==> src/design/lgi_pkg.sv <==
`timescale 1ns / 1ps

package lgi_pkg;

  localparam int NODE_COUNT = 11;
  localparam int FIRST_NODE = -5;
  localparam int NODE_W     = $clog2(NODE_COUNT);

  localparam int X_W        = 16;
  localparam int Y_W        = 16;
  localparam int OUT_W      = 32;
  localparam int XQ_BITS    = 12;

  localparam int W_ONE_SHIFT = 32;
  localparam int WMAG_W      = 45;
  localparam int W_SPLIT     = 23;
  localparam int DMAG_W      = 17;
  localparam int D_W         = DMAG_W + 1;
  localparam int PROD_W      = WMAG_W + DMAG_W;
  localparam int MUL_W       = W_SPLIT + DMAG_W;

  localparam int NUM_W       = PROD_W + 1 - XQ_BITS;
  localparam int DIV_BITS    = 7;
  localparam int DIV_STEPS   = (NUM_W + DIV_BITS - 1) / DIV_BITS;
  localparam int NUM_PAD_W   = DIV_STEPS * DIV_BITS;
  localparam int DIV_CNT_W   = $clog2(DIV_STEPS);

  localparam int TERM_SHIFT  = 30;
  localparam int ACC_W       = 36;

  localparam int UPC_W       = 4;
  localparam int PROG_LEN    = 14;

  typedef enum logic [3:0] {
    OP_INIT,
    OP_WINIT,
    OP_SETUP,
    OP_MUL_LO,
    OP_MUL_HI,
    OP_ROUND,
    OP_DIV,
    OP_WUPD,
    OP_ADV_J,
    OP_TMUL_LO,
    OP_TMUL_HI,
    OP_TACC,
    OP_NEXTI,
    OP_FINISH
  } op_t;

  typedef enum logic [2:0] {
    C_NONE,
    C_J_EQ_I,
    C_DIV_MORE,
    C_J_MORE,
    C_I_MORE
  } cond_t;

  typedef struct packed {
    op_t               op;
    cond_t             cond;
    logic [UPC_W-1:0]  target;
  } ucode_t;

  typedef struct packed {
    logic run;
    op_t  op;
  } dp_ctrl_t;

  typedef struct packed {
    logic j_eq_i;
    logic j_more;
    logic i_more;
    logic div_more;
  } dp_stat_t;

  localparam logic [UPC_W-1:0] A_INIT    = UPC_W'(0);
  localparam logic [UPC_W-1:0] A_WINIT   = UPC_W'(1);
  localparam logic [UPC_W-1:0] A_SETUP   = UPC_W'(2);
  localparam logic [UPC_W-1:0] A_MUL_LO  = UPC_W'(3);
  localparam logic [UPC_W-1:0] A_MUL_HI  = UPC_W'(4);
  localparam logic [UPC_W-1:0] A_ROUND   = UPC_W'(5);
  localparam logic [UPC_W-1:0] A_DIV     = UPC_W'(6);
  localparam logic [UPC_W-1:0] A_WUPD    = UPC_W'(7);
  localparam logic [UPC_W-1:0] A_ADV_J   = UPC_W'(8);
  localparam logic [UPC_W-1:0] A_TMUL_LO = UPC_W'(9);
  localparam logic [UPC_W-1:0] A_TMUL_HI = UPC_W'(10);
  localparam logic [UPC_W-1:0] A_TACC    = UPC_W'(11);
  localparam logic [UPC_W-1:0] A_NEXTI   = UPC_W'(12);
  localparam logic [UPC_W-1:0] A_FINISH  = UPC_W'(13);

  function automatic ucode_t lgi_ucode(input logic [UPC_W-1:0] addr);
    ucode_t w;
    unique case (addr)
      A_INIT:    w = '{op: OP_INIT,    cond: C_NONE,     target: A_INIT};
      A_WINIT:   w = '{op: OP_WINIT,   cond: C_NONE,     target: A_INIT};
      A_SETUP:   w = '{op: OP_SETUP,   cond: C_J_EQ_I,   target: A_ADV_J};
      A_MUL_LO:  w = '{op: OP_MUL_LO,  cond: C_NONE,     target: A_INIT};
      A_MUL_HI:  w = '{op: OP_MUL_HI,  cond: C_NONE,     target: A_INIT};
      A_ROUND:   w = '{op: OP_ROUND,   cond: C_NONE,     target: A_INIT};
      A_DIV:     w = '{op: OP_DIV,     cond: C_DIV_MORE, target: A_DIV};
      A_WUPD:    w = '{op: OP_WUPD,    cond: C_NONE,     target: A_INIT};
      A_ADV_J:   w = '{op: OP_ADV_J,   cond: C_J_MORE,   target: A_SETUP};
      A_TMUL_LO: w = '{op: OP_TMUL_LO, cond: C_NONE,     target: A_INIT};
      A_TMUL_HI: w = '{op: OP_TMUL_HI, cond: C_NONE,     target: A_INIT};
      A_TACC:    w = '{op: OP_TACC,    cond: C_NONE,     target: A_INIT};
      A_NEXTI:   w = '{op: OP_NEXTI,   cond: C_I_MORE,   target: A_WINIT};
      A_FINISH:  w = '{op: OP_FINISH,  cond: C_NONE,     target: A_INIT};
      default:   w = '{op: OP_FINISH,  cond: C_NONE,     target: A_INIT};
    endcase
    return w;
  endfunction

endpackage

==> src/design/lgi_sequencer.sv <==
`timescale 1ns / 1ps

module lgi_sequencer import lgi_pkg::*; (
  input  logic     clk,
  input  logic     rst_n,
  input  logic     launch,
  input  dp_stat_t stat,
  output dp_ctrl_t ctrl,
  output logic     busy
);

  logic             running_r, running_nxt;
  logic [UPC_W-1:0] upc_r, upc_nxt;
  ucode_t           uw;
  logic             take;

  assign uw = lgi_ucode(upc_r);

  always_comb begin
    case (uw.cond)
      C_NONE:     take = 1'b0;
      C_J_EQ_I:   take = stat.j_eq_i;
      C_DIV_MORE: take = stat.div_more;
      C_J_MORE:   take = stat.j_more;
      C_I_MORE:   take = stat.i_more;
      default:    take = 1'b0;
    endcase
  end

  always_comb begin
    running_nxt = running_r;
    upc_nxt     = upc_r;
    if (launch) begin
      running_nxt = 1'b1;
      upc_nxt     = A_INIT;
    end else if (running_r) begin
      if (uw.op == OP_FINISH) begin
        running_nxt = 1'b0;
      end
      upc_nxt = take ? uw.target : upc_r + 1'b1;
    end
  end

  always_ff @(posedge clk) begin
    if (!rst_n) begin
      running_r <= 1'b0;
      upc_r     <= A_INIT;
    end else begin
      running_r <= running_nxt;
      upc_r     <= upc_nxt;
    end
  end

  assign ctrl.run = running_r;
  assign ctrl.op  = uw.op;
  assign busy     = running_r;

`ifndef SYNTHESIS
  a_finish_stops: assert property (@(posedge clk) disable iff (!rst_n)
    running_r && uw.op == OP_FINISH |=> !running_r)
    else $error("sequencer kept running past the finish step");

  a_upc_in_program: assert property (@(posedge clk) disable iff (!rst_n)
    running_r |-> upc_r < UPC_W'(PROG_LEN))
    else $error("step counter left the program");

  a_launch_at_start: assert property (@(posedge clk) disable iff (!rst_n)
    launch |=> running_r && upc_r == A_INIT)
    else $error("launch did not enter the program at its first step");
`endif

endmodule

==> src/design/lgi_datapath.sv <==
`timescale 1ns / 1ps

module lgi_datapath import lgi_pkg::*; (
  input  logic                    clk,
  input  logic                    rst_n,
  input  dp_ctrl_t                ctrl,
  input  logic                    wr_en,
  input  logic [NODE_W-1:0]       wr_idx,
  input  logic [Y_W-1:0]          wr_data,
  input  logic                    ld_x,
  input  logic signed [X_W-1:0]   x_in,
  output dp_stat_t                stat,
  output logic                    out_valid,
  output logic signed [OUT_W-1:0] out_value,
  output logic                    out_sat
);

  logic [Y_W-1:0]           samp_r [NODE_COUNT];
  logic signed [X_W-1:0]    x_r;

  logic [NODE_W-1:0]        i_r, i_nxt;
  logic [NODE_W-1:0]        j_r, j_nxt;
  logic [DIV_CNT_W-1:0]     div_cnt_r, div_cnt_nxt;
  logic                     out_valid_r, out_valid_nxt;

  logic [WMAG_W-1:0]        wmag_r, wmag_nxt;
  logic                     wsign_r, wsign_nxt;
  logic [DMAG_W-1:0]        dmag_r, dmag_nxt;
  logic [NODE_W-1:0]        gap_r, gap_nxt;
  logic                     flip_r, flip_nxt;
  logic [PROD_W-1:0]        prod_r, prod_nxt;
  logic [NUM_PAD_W-1:0]     num_r, num_nxt;
  logic [NODE_W-1:0]        rem_r, rem_nxt;
  logic signed [ACC_W-1:0]  acc_r, acc_nxt;
  logic                     sat_r, sat_nxt;
  logic signed [OUT_W-1:0]  out_value_r, out_value_nxt;
  logic                     out_sat_r, out_sat_nxt;

  logic [Y_W-1:0]           y_bits;
  logic [Y_W-1:0]           ymag;
  logic                     tneg;
  logic signed [D_W-1:0]    x_ext, j_ext, first_ext, d_val;
  logic                     d_neg;
  logic [NODE_W:0]          g_val;
  logic                     g_neg;
  logic                     mul_hi, mul_term;
  logic [W_SPLIT-1:0]       mul_a;
  logic [DMAG_W-1:0]        mul_b;
  logic [MUL_W-1:0]         mul_p;
  logic [PROD_W:0]          rnd_sum, trm_sum;
  logic [ACC_W-1:0]         trm;
  logic [ACC_W-OUT_W:0]     acc_top;
  logic                     in_range;
  logic [NODE_W-1:0]        dv_rem;
  logic [NODE_W:0]          dv_try;
  logic [NUM_PAD_W-1:0]     dv_num;

  // node difference and gap for the current pair
  assign x_ext     = {{(D_W-X_W){x_r[X_W-1]}}, x_r};
  assign j_ext     = {{(D_W-NODE_W){1'b0}}, j_r};
  assign first_ext = D_W'(FIRST_NODE);
  assign d_val     = x_ext - ((first_ext + j_ext) <<< XQ_BITS);
  assign d_neg     = d_val[D_W-1];
  assign g_val     = {1'b0, i_r} - {1'b0, j_r};
  assign g_neg     = g_val[NODE_W];

  assign y_bits    = samp_r[i_r];
  assign ymag      = y_bits[Y_W-1] ? (~y_bits + 1'b1) : y_bits;
  assign tneg      = wsign_r ^ y_bits[Y_W-1];

  // shared multiplier over the two halves of the weight
  assign mul_hi    = (ctrl.op == OP_MUL_HI) || (ctrl.op == OP_TMUL_HI);
  assign mul_term  = (ctrl.op == OP_TMUL_LO) || (ctrl.op == OP_TMUL_HI);
  assign mul_a     = mul_hi ? W_SPLIT'(wmag_r[WMAG_W-1:W_SPLIT]) : wmag_r[W_SPLIT-1:0];
  assign mul_b     = mul_term ? DMAG_W'(ymag) : dmag_r;
  assign mul_p     = mul_a * mul_b;

  assign rnd_sum   = (PROD_W+1)'(prod_r) + ((PROD_W+1)'(gap_r) << (XQ_BITS - 1));
  assign trm_sum   = (PROD_W+1)'(prod_r) + ((PROD_W+1)'(1) << (TERM_SHIFT - 1));
  assign trm       = ACC_W'(trm_sum >> TERM_SHIFT);

  assign acc_top   = acc_r[ACC_W-1:OUT_W-1];
  assign in_range  = (&acc_top) | ~(|acc_top);

  // restoring divide by the gap, several quotient bits a cycle
  always_comb begin
    dv_rem = rem_r;
    dv_num = num_r;
    dv_try = '0;
    for (int k = 0; k < DIV_BITS; k++) begin
      dv_try = {dv_rem, dv_num[NUM_PAD_W-1]};
      dv_num = {dv_num[NUM_PAD_W-2:0], 1'b0};
      if (dv_try >= {1'b0, gap_r}) begin
        dv_rem    = NODE_W'(dv_try - {1'b0, gap_r});
        dv_num[0] = 1'b1;
      end else begin
        dv_rem = dv_try[NODE_W-1:0];
      end
    end
  end

  always_comb begin
    i_nxt         = i_r;
    j_nxt         = j_r;
    div_cnt_nxt   = div_cnt_r;
    out_valid_nxt = 1'b0;
    wmag_nxt      = wmag_r;
    wsign_nxt     = wsign_r;
    dmag_nxt      = dmag_r;
    gap_nxt       = gap_r;
    flip_nxt      = flip_r;
    prod_nxt      = prod_r;
    num_nxt       = num_r;
    rem_nxt       = rem_r;
    acc_nxt       = acc_r;
    sat_nxt       = sat_r;
    out_value_nxt = out_value_r;
    out_sat_nxt   = out_sat_r;
    if (ctrl.run) begin
      unique case (ctrl.op) inside
        OP_INIT: begin
          i_nxt   = '0;
          acc_nxt = '0;
          sat_nxt = 1'b0;
        end
        OP_WINIT: begin
          wmag_nxt  = WMAG_W'(1) << W_ONE_SHIFT;
          wsign_nxt = 1'b0;
          j_nxt     = '0;
        end
        OP_SETUP: begin
          dmag_nxt = DMAG_W'(d_neg ? -d_val : d_val);
          gap_nxt  = NODE_W'(g_neg ? -g_val : g_val);
          flip_nxt = d_neg ^ g_neg;
        end
        OP_MUL_LO, OP_TMUL_LO: begin
          prod_nxt = PROD_W'(mul_p);
        end
        OP_MUL_HI, OP_TMUL_HI: begin
          prod_nxt = prod_r + (PROD_W'(mul_p) << W_SPLIT);
        end
        OP_ROUND: begin
          num_nxt     = NUM_PAD_W'(rnd_sum >> XQ_BITS);
          rem_nxt     = '0;
          div_cnt_nxt = '0;
        end
        OP_DIV: begin
          num_nxt     = dv_num;
          rem_nxt     = dv_rem;
          div_cnt_nxt = div_cnt_r + 1'b1;
        end
        OP_WUPD: begin
          wsign_nxt = wsign_r ^ flip_r;
          if (|num_r[NUM_PAD_W-1:WMAG_W]) begin
            wmag_nxt = '1;
            sat_nxt  = 1'b1;
          end else begin
            wmag_nxt = num_r[WMAG_W-1:0];
          end
        end
        OP_ADV_J: begin
          j_nxt = j_r + 1'b1;
        end
        OP_TACC: begin
          acc_nxt = tneg ? acc_r - signed'(trm) : acc_r + signed'(trm);
        end
        OP_NEXTI: begin
          i_nxt = i_r + 1'b1;
        end
        OP_FINISH: begin
          out_valid_nxt = 1'b1;
          out_sat_nxt   = sat_r | ~in_range;
          if (in_range) begin
            out_value_nxt = acc_r[OUT_W-1:0];
          end else if (acc_r[ACC_W-1]) begin
            out_value_nxt = {1'b1, {(OUT_W-1){1'b0}}};
          end else begin
            out_value_nxt = {1'b0, {(OUT_W-1){1'b1}}};
          end
        end
        default: begin
        end
      endcase
    end
  end

  always_ff @(posedge clk) begin
    if (!rst_n) begin
      i_r         <= '0;
      j_r         <= '0;
      div_cnt_r   <= '0;
      out_valid_r <= 1'b0;
      for (int n = 0; n < NODE_COUNT; n++) begin
        samp_r[n] <= '0;
      end
    end else begin
      i_r         <= i_nxt;
      j_r         <= j_nxt;
      div_cnt_r   <= div_cnt_nxt;
      out_valid_r <= out_valid_nxt;
      if (wr_en) begin
        samp_r[wr_idx] <= wr_data;
      end
    end
  end

  always_ff @(posedge clk) begin
    if (ld_x) begin
      x_r <= x_in;
    end
    wmag_r      <= wmag_nxt;
    wsign_r     <= wsign_nxt;
    dmag_r      <= dmag_nxt;
    gap_r       <= gap_nxt;
    flip_r      <= flip_nxt;
    prod_r      <= prod_nxt;
    num_r       <= num_nxt;
    rem_r       <= rem_nxt;
    acc_r       <= acc_nxt;
    sat_r       <= sat_nxt;
    out_value_r <= out_value_nxt;
    out_sat_r   <= out_sat_nxt;
  end

  assign stat.j_eq_i   = (j_r == i_r);
  assign stat.j_more   = (j_r != NODE_W'(NODE_COUNT - 1));
  assign stat.i_more   = (i_r != NODE_W'(NODE_COUNT - 1));
  assign stat.div_more = (div_cnt_r != DIV_CNT_W'(DIV_STEPS - 1));

  assign out_valid = out_valid_r;
  assign out_value = out_value_r;
  assign out_sat   = out_sat_r;

`ifndef SYNTHESIS
  a_strobe_single: assert property (@(posedge clk) disable iff (!rst_n)
    out_valid_r |=> !out_valid_r)
    else $error("result strobe held for more than one cycle");

  a_div_nonzero: assert property (@(posedge clk) disable iff (!rst_n)
    ctrl.run && ctrl.op == OP_DIV |-> gap_r != '0)
    else $error("divide step with a zero gap");

  a_div_complete: assert property (@(posedge clk) disable iff (!rst_n)
    ctrl.run && ctrl.op == OP_WUPD |-> div_cnt_r == DIV_CNT_W'(DIV_STEPS))
    else $error("weight update before the divide loop finished");
`endif

endmodule

==> src/design/lagrange_interpolator_unit.sv <==
`timescale 1ns / 1ps

// Channel   Ports                                      Transaction
// input     start, busy, in_action, in_node_index,     start high while busy low
//           in_sample_value, in_x_value
// result    out_valid, out_interp_value, out_saturated one cycle with out_valid high
//
// A sample write leaves busy low and produces no result.
// An evaluate runs 1619 microcode steps, busy high throughout: eleven terms, each with
// ten weight updates of 14 steps (two passes through the 23x17 multiplier, a round,
// and eight 7-bit passes of the divide-by-gap loop), then the strobe follows.
// rst_n clears the sample table to zero and stops any evaluate in progress.
// The receiver cannot stall; each result is presented for exactly one cycle.

module lagrange_interpolator_unit import lgi_pkg::*; (
  input  logic                    clk,
  input  logic                    rst_n,
  input  logic                    start,
  output logic                    busy,
  input  logic                    in_action,
  input  logic [3:0]              in_node_index,
  input  logic signed [Y_W-1:0]   in_sample_value,
  input  logic signed [X_W-1:0]   in_x_value,
  output logic                    out_valid,
  output logic signed [OUT_W-1:0] out_interp_value,
  output logic                    out_saturated
);

  localparam logic ACT_WRITE = 1'b0;
  localparam logic ACT_EVAL  = 1'b1;

  logic     accept;
  logic     launch;
  logic     wr_en;
  dp_ctrl_t ctrl;
  dp_stat_t stat;

  assign accept = start & ~busy;
  assign launch = accept & (in_action == ACT_EVAL);
  assign wr_en  = accept & (in_action == ACT_WRITE)
                & ({1'b0, in_node_index} < 5'(NODE_COUNT));

  lgi_sequencer u_seq (
    .clk    (clk),
    .rst_n  (rst_n),
    .launch (launch),
    .stat   (stat),
    .ctrl   (ctrl),
    .busy   (busy)
  );

  lgi_datapath u_dp (
    .clk       (clk),
    .rst_n     (rst_n),
    .ctrl      (ctrl),
    .wr_en     (wr_en),
    .wr_idx    (NODE_W'(in_node_index)),
    .wr_data   (in_sample_value),
    .ld_x      (launch),
    .x_in      (in_x_value),
    .stat      (stat),
    .out_valid (out_valid),
    .out_value (out_interp_value),
    .out_sat   (out_saturated)
  );

endmodule
==> config.mk <==
export PLATFORM = sky130hd
export DESIGN_NAME = lagrange_interpolator_unit
export DESIGN_NICKNAME = d
export VERILOG_FILES = /design/src/design/lgi_pkg.sv /design/src/design/lgi_sequencer.sv /design/src/design/lgi_datapath.sv /design/src/design/lagrange_interpolator_unit.sv
export SDC_FILE = /design/constraint.sdc
export NUM_CORES = 2
export LEC_CHECK = 0
export BUFFER_PORTS_ARGS = -buffer_cell sky130_fd_sc_hd__buf_2
export CELL_PAD_IN_SITES_DETAIL_PLACEMENT = 0
export CELL_PAD_IN_SITES_GLOBAL_PLACEMENT = 1
export CORE_ASPECT_RATIO = 1.4
export CORE_MARGIN = 2
export CORE_UTILIZATION = 45
export DETAILED_ROUTE_END_ITERATION = 10
export GPL_TIMING_DRIVEN = 0
export PLACE_DENSITY_LB_ADDON = 0.1
export SETUP_SLACK_MARGIN = 0.1
export SLEW_MARGIN = 20
export SYNTH_ARGS = -nofsm -noshare
export SYNTH_HDL_FRONTEND = slang
export SYNTH_SLANG_ARGS = --single-unit
==> constraint.sdc <==
create_clock -name clk -period 32.5 [get_ports clk]
set_clock_uncertainty 0.05 [all_clocks]
set_input_delay 6.5 -clock clk [delete_from_list [all_inputs] [get_ports clk]]
set_output_delay 6.5 -clock clk [all_outputs]
set_load 0.01 [all_outputs]
### Word-level counts from Yosys, hierarchy flattened

Memories as Yosys holds them, arrays and structs flattened. A register that Yosys moved wholly into a read port is not among the register bits.
Index checks and enable logic that the tools add are counted.

| operators by class | value |
|---|---|
| add/sub/neg operators | 22 |
| $mul | 1 |
| magnitude comparators | 8 |
| equality and inequality tests | 22 |
| muxes and demuxes | 51 |
| bitwise gates (word level) | 15 |
| reduce and logical (&&, ||, !) cells | 27 |

Operators by type and width:

| operator | number |
|---|---|
| 62-bit case mux with 2 select lines | 1 |
| 56-bit case mux with 2 select lines | 1 |
| 45-bit case mux with 2 select lines | 1 |
| 36-bit case mux with 2 select lines | 1 |
| 32-bit 2-to-1 mux | 2 |
| 62-bit by 15-bit adder with 63-bit output | 1 |
| 62-bit by 30-bit adder with 63-bit output (second input constant) | 1 |
| 62-bit adder | 1 |
| 4-bit 2-to-1 mux | 14 |
| 45-bit 2-to-1 mux | 1 |
| 23-bit by 17-bit multiplier with 40-bit output | 1 |
| 36-bit by 34-bit adder with 36-bit output | 1 |
| 36-bit 2-to-1 mux | 1 |
| 36-bit by 34-bit subtractor with 36-bit output | 1 |
| 5-bit by 4-bit greater-or-equal comparator with 1-bit output | 7 |
| 17-bit 2-to-1 mux | 2 |
| 16-bit 2-to-1 mux | 2 |
| 4-bit subtractor | 7 |
| 4-bit == test (second input constant) | 6 |
| 4-bit case mux with 2 select lines | 3 |
| 23-bit 2-to-1 mux | 1 |
| 2-bit AND reduction | 9 |
| 16-bit by 18-bit subtractor with 18-bit output | 1 |
| 1-bit 2-to-1 mux | 17 |
| other kinds (35) | 63 |

| storage, ports and cells | value |
|---|---|
| bits in registers | 293 |
| RAM bits | 176 |
| ROM bits | 176 |
| bits of input ports | 40 |
| output and inout bits | 35 |
| logic and storage cells | 167 |
| memories | 2 |

Memory list:

| name | depth | width | rd ports | clocked after Yosys merged registers in | write ports | RTL line | RTL |
|---|---|---|---|---|---|---|---|
| (no name shown) | 16 | 11 | 1 | 1 | 0 | lgi_pkg.sv:94 | `unique case (addr)` |
| u_dp.samp_r | 11 | 16 | 1 | 1 | 11 | lgi_datapath.sv:18 | `logic [Y_W-1:0] samp_r [NODE_COUNT];` |

### Depth between registers and ports, before layout

| logic depth | value |
|---|---|
| depth in word-level cells | 15 |
| mapped depth | 53 |
| depth with buffers taken out | 50 |

### By module

Synthesis repeated with hierarchy kept, for this count alone.

| second synthesis, totals | value |
|---|---|
| cell total of the unflattened synthesis | 4,191 |
| area total of the unflattened synthesis | 42,786.0 um2 |

By module, submodules not included:

| module | times used | cells each | area each (um2) | seq. area each (um2) |
|---|---|---|---|---|
| lgi_datapath | 1 | 4,114 | 42,047.8 | 15,805.2 |
| lgi_sequencer | 1 | 73 | 691.9 | 280.3 |
| lagrange_interpolator_unit | 1 | 4 | 46.3 | 0.0 |

### Least setup slack after synthesis

Ideal clock, no wire load.

| timing path | value |
|---|---|
| kind | register to register |
| from | register u_dp.gap_r[1] |
| to | register u_dp.rem_r[1], data pin |
| library setup time | 0.265 ns |
| arrival time | 10.867 ns |
| data required time | 32.185 ns |
| slack | 21.318 ns |
| cell stages (with the launch flop) | 53 |
| buffers on the path | 3 |
| period minus slack after synthesis | 11.182 ns |
| cells stage by stage | edfxtp_1 inv_1 ha_1 nor2b_1 o31ai_1 nor2b_1 clkbuf_1 mux2_2 ha_1 o21ai_0 a21oi_1 a211oi_1 buf_2 mux2_2 inv_1 ha_1 a41o_1 nor2_1 [17 not listed] mux2_2 inv_1 ha_1 o21ai_0 nand2b_1 a21o_1 a21o_1 a211o_1 mux2i_1 ha_1 a21o_1 a21o_1 a31o_2 a21o_1 a211oi_1 mux2_2 mux2i_1 nor2_1 |

| on the way | value |
|---|---|
| word-level cells in the longest chain between the ends | 15 |
| elaborated cells between the ends (all ways) | 22 |
| classes of those cells | add/sub: 7; order compare: 7; mux: 8 |

Ends and longest elaborated chain:

| what | RTL line | RTL |
|---|---|---|
| start: declaration | lgi_datapath.sv:29 | `logic [NODE_W-1:0] gap_r, gap_nxt;` |
| start signal: assignment | lgi_datapath.sv:214 | `gap_r <= gap_nxt;` |
| 4-bit subtractor / 5-bit by 4-bit greater-or-equal comparator with 1-bit output (equally long branches) | lgi_datapath.sv:94, lgi_datapath.sv:93 |  |
| 4-bit 2-to-1 mux | lgi_datapath.sv:93 | `if (dv_try >= {1'b0, gap_r}) begin` |
| 4-bit subtractor / 5-bit by 4-bit greater-or-equal comparator with 1-bit output (equally long branches) | lgi_datapath.sv:94, lgi_datapath.sv:93 |  |
| 4-bit 2-to-1 mux | lgi_datapath.sv:93 |  |
| 4-bit subtractor / 5-bit by 4-bit greater-or-equal comparator with 1-bit output (equally long branches) | lgi_datapath.sv:94, lgi_datapath.sv:93 |  |
| 4-bit 2-to-1 mux | lgi_datapath.sv:93 |  |
| 5-bit by 4-bit greater-or-equal comparator with 1-bit output / 4-bit subtractor (equally long branches) | lgi_datapath.sv:93, lgi_datapath.sv:94 |  |
| 4-bit 2-to-1 mux | lgi_datapath.sv:93 |  |
| 4-bit subtractor / 5-bit by 4-bit greater-or-equal comparator with 1-bit output (equally long branches) | lgi_datapath.sv:94, lgi_datapath.sv:93 |  |
| 4-bit 2-to-1 mux | lgi_datapath.sv:93 |  |
| 5-bit by 4-bit greater-or-equal comparator with 1-bit output / 4-bit subtractor (equally long branches) | lgi_datapath.sv:93, lgi_datapath.sv:94 |  |
| 4-bit 2-to-1 mux | lgi_datapath.sv:93 |  |
| 4-bit subtractor / 5-bit by 4-bit greater-or-equal comparator with 1-bit output (equally long branches) | lgi_datapath.sv:94, lgi_datapath.sv:93 |  |
| 4-bit 2-to-1 mux * | lgi_datapath.sv:93 |  |
| 4-bit case mux with 2 select lines * | lgi_datapath.sv:120 | `unique case (ctrl.op) inside` |
| end signal: assignment | lgi_datapath.sv:218 | `rem_r <= rem_nxt;` |
| end: declaration | lgi_datapath.sv:33 | `logic [NODE_W-1:0] rem_r, rem_nxt;` |

Every way passes the cells marked *; elsewhere a longest branch is shown, timed or not.
A chain may end at the register's enable or synchronous reset.

==> results.txt <==
Among all stages on the critical path, the largest delay is contributed by sky130_fd_sc_hd__o21ai_0. The sequential share of the synthesized area came out at 0.378. The stage delay of the slowest cell on the critical path is 0.81 ns.

The pin count of the biggest net entering global routing came out at 31. The gate count after technology mapping came out at 4109. The worst reg2reg path endpoint is u_dp.prod_r[61]$_SDFFCE_PP0P_. The run finished with clean final reports. The number of buffers between clock root and the deepest sink is 3. The cell count of the worst reg-to-reg path came out at 45. The area enclosed by the die boundary is between 90000 and 100000 um2. Setup violations remaining at the end of the flow were counted as 0.

The post-cts sizing count is 0. The global-route wire length before repair is between 150000 and 200000 um. The initialized floorplan defines 133 standard-cell rows.

The total via count after detailed routing is between 30k and 40k. Across every metal layer, demand over resource in global routing totals 0.266. At the end of routability-driven placement, the weighted congestion stood at around 0.91. The data required time at the worst endpoint came out at roughly 33 ns. The DRC marker count from the first detailed-route iteration is approximately 1.8k. In the post-synthesis netlist, the cell with the most instances is sky130_fd_sc_hd__nand2_1. The worst-case register-to-register setup slack came out at between 15 and 20 ns.

The largest fanout on the critical path is 10. The area of all placed cells without fillers is ~47000 um2. The die height came out at about 370 um. Setup repair after global routing left no endpoint under its margin.

Counting instances in the post-synthesis netlist gives the leading cell types as sky130_fd_sc_hd__nand2_1, sky130_fd_sc_hd__edfxtp_1, sky130_fd_sc_hd__inv_1. The area of the core region is approximately 94000 um2. The most used flip-flop cell after synthesis is sky130_fd_sc_hd__edfxtp_1. The cell area reported after detailed placement came out at 45000 um2. The Yosys warning count is 0. The DRC violations left is 0. The number of enable flip-flop cells after synthesis came out at about 510.

The via count of the first global-routing pass was between 30k and 40k. The number of port buffers is between 70 and 80. The count of nets left with antenna violations once routing finished came out at 0. The minimum clock period came out at 14.36 ns. The pin slew with the least headroom to its limit is ~1.3 ns. Once the clock tree was built, the setup fixing pass inserted 0 buffers. The number of buffers added to fix hold violations after cts is 0. The flip-flop and latch count after synthesis came out at approximately 550. The cell area that synthesis handed to floorplanning was between 40000 and 50000 um2. The area share of the largest cell type after synthesis came out at 0.357. The number of nets in the layout came out at 4938. The cell that appears most often on the critical path is sky130_fd_sc_hd__fa_1.

In this run the mean area of a mapped cell was 10.4 um2. The number of unique standard cell types used by synthesis came out at about 80. The count of final max-slew check failures came out at 0. The library cell occupying the most area in the post-synthesis netlist is sky130_fd_sc_hd__edfxtp_1. The share of cells above drive strength 1 is 0.0724. The final number of hold-violating endpoints is 0. 75 I/O pins were placed. The remaining max-slew budget at the tightest pin came out at 0.133. The initial core utilization came out at 0.453. The data arrival time of the critical path came out at approximately 15 ns. Detailed placement ended at an HPWL of 102000 um. The area overhead of the layout relative to synthesis came out at 10.0%. The count of filler cells inserted in the layout is 8934.

The TritonCTS buffer count is 54. The clock insertion delay at the later pin of the skew report came out at between 0.6 and 0.7 ns. The fmax is slightly below 0.07 GHz. Clock tree synthesis selected as its root buffer the cell sky130_fd_sc_hd__clkbuf_16.

The number of antenna violations at the first check in global routing is 0. The total overflow reported by the global router came out at 0. The clock tree from TritonCTS is done. After clock tree synthesis, the clock-pin slew on the worst setup and hold paths is approximately 0.060 ns. The first-pass iteration count of the detailed router came out at 5.

The via density per instance came out at 5.44. The routed length per instance came out at between 20 and 25 um. Yosys attributes the largest share of cell area to sky130_fd_sc_hd__edfxtp_1, sky130_fd_sc_hd__fa_1, sky130_fd_sc_hd__ha_1, sky130_fd_sc_hd__nand2_1, sky130_fd_sc_hd__mux4_2. The worst voltage drop across the vdd grid is roughly 0.046 mV.

After synthesis, the share of flip-flops with an asynchronous set or reset is 0. The clock drives 551 sinks. Following the worst setup path forward leads to its endpoint at u_dp.prod_r[61]$_SDFFCE_PP0P_. The total of max-cap violations came out at 0.

STA classifies the critical path startpoint as a flop. The total power divided by cell area is approximately 34 nW/um2. The H-tree was split into 2 levels. The post-detailed-routing wire length is 128000 um. After routing, the total negative slack on setup checks comes to 0 ns. In this run the worst hold path is classified as flop to flop. The worst setup path is of the flop to flop kind. From left edge to right edge, the die measures about 260 um.

For this design the static power due to leakage is roughly 19 nW. The worst setup path is captured at a flop. The post-route fraction of the period consumed by the critical path came out at 0.442.
worst min path at each step:
stage                               start                       end  slack, ns  cells past startpoint
floorplan           u_dp.x_r[0]$_DFFE_PP_  u_dp.dmag_r[0]$_DFFE_PP_       0.40                      0
global placement    u_dp.x_r[0]$_DFFE_PP_  u_dp.dmag_r[0]$_DFFE_PP_       0.42                      0
detailed placement  u_dp.x_r[0]$_DFFE_PP_  u_dp.dmag_r[0]$_DFFE_PP_       0.42                      0
CTS                 u_dp.x_r[0]$_DFFE_PP_  u_dp.dmag_r[0]$_DFFE_PP_       0.43                      0
global route        u_dp.x_r[0]$_DFFE_PP_  u_dp.dmag_r[0]$_DFFE_PP_       0.46                      0
finish              u_dp.x_r[0]$_DFFE_PP_  u_dp.dmag_r[0]$_DFFE_PP_       0.43                      0
cell type report:
cell class	instances	area, um2	area share
Sequential cell	551	16100	0.344
Clock buffer	76	1540	0.0328
Inverter	425	1600	0.0341
Tap cell	1215	1520	0.0325
Clock inverter	26	280	0.00599
Buffer	195	781	0.0167
Antenna cell	1	2.50	0.0000535
Timing Repair Buffer	90	563	0.0120
Multi-Input combinational cell	3017	24400	0.522
sequential cells by signal, summed over array words and instances, names as in the netlist, 9 cells and up, named ones only:
| name | flops |
|---|---|
| u_dp.samp_r | 256 |
| u_dp.num_r | 56 |
| u_dp.prod_r | 51 |
| u_dp.wmag_r | 45 |
| u_dp.acc_r | 36 |
| u_dp.out_value | 32 |
| u_dp.dmag_r | 17 |
| u_dp.x_r | 16 |
| u_seq.uw | 9 |
layout by cell type, fill, tap and decap left out, types with 20 or more instances in the layout:
cell type and count:
sky130_fd_sc_hd__inv_1 425, sky130_fd_sc_hd__nand3_1 50, sky130_fd_sc_hd__o21a_1 63, sky130_fd_sc_hd__edfxtp_1 505, sky130_fd_sc_hd__nand2b_1 47, sky130_fd_sc_hd__o21ai_0 144, sky130_fd_sc_hd__fa_1 326, sky130_fd_sc_hd__clkbuf_1 178
sky130_fd_sc_hd__and2_1 82, sky130_fd_sc_hd__nor3_1 39, sky130_fd_sc_hd__nand4_1 28, sky130_fd_sc_hd__ha_1 238, sky130_fd_sc_hd__nand2_1 585, sky130_fd_sc_hd__xnor2_1 150, sky130_fd_sc_hd__and3_1 31, sky130_fd_sc_hd__a21o_1 107
sky130_fd_sc_hd__o31ai_1 20, sky130_fd_sc_hd__a21oi_1 143, sky130_fd_sc_hd__buf_2 83, sky130_fd_sc_hd__conb_1 80, sky130_fd_sc_hd__clkbuf_16 56, sky130_fd_sc_hd__mux2i_1 37, sky130_fd_sc_hd__nor2b_1 44, sky130_fd_sc_hd__dfxtp_1 46
sky130_fd_sc_hd__nor2_1 392, sky130_fd_sc_hd__mux4_2 80, sky130_fd_sc_hd__xor2_1 111
logic make-up after synthesis:
group / Yosys count / synth area share
AO/OA/AOI/OAI: 603 / 0.0896
XOR/XNOR: 262 / 0.0543
adder cells (fa/ha/maj): 564 / 0.223
buffers and inverters: 620 / 0.0558
flip-flops: 551 / 0.378
multiplexers: 130 / 0.0545
other: 1 / 0.0000882
AND/OR/NAND/NOR: 1378 / 0.144
where the power goes:
part	total, mW	internal, mW	switching (mW)
registers	0.794	0.788	0.00604
clock network	0.653	0.365	0.288
logic	0.126	0.0488	0.0772
total	1.57	1.20	0.371
worst max-delay path, delay by kind of cell, from the launching register on:
family          cells  cell delay [ns]
compound gates     13             4.32
fa+ha+maj           8             3.91
mux                 2             0.62
buf+inv            11             3.49
simple gates        8             0.86
xor+xnor            3             0.50
flops               1             0.31
layer usage:
layer,vias up,share of wire,global-route usage
met1,15200,0.38,0.313
met5,-,0,0
met4,0,0.051,0.121
met3,228,0.036,0.0210
li1,14300,-,-
met2,709,0.53,0.491
per-stage QoR:
step	utilization	worst slack [ns]	total power, mW	std cells	hold slack [ns]
floorplan	-	21.32	0.896	4188	0.403
global placement	0.476	17.83	0.933	5474	0.416
detailed placement	0.479	18.26	0.935	5493	0.418
CTS	0.498	18.20	1.58	5595	0.432
global route	0.498	17.64	1.62	5595	0.464
finish	0.498	18.14	1.57	5596	0.432
Note: power is estimated with default switching activity, not from simulation.
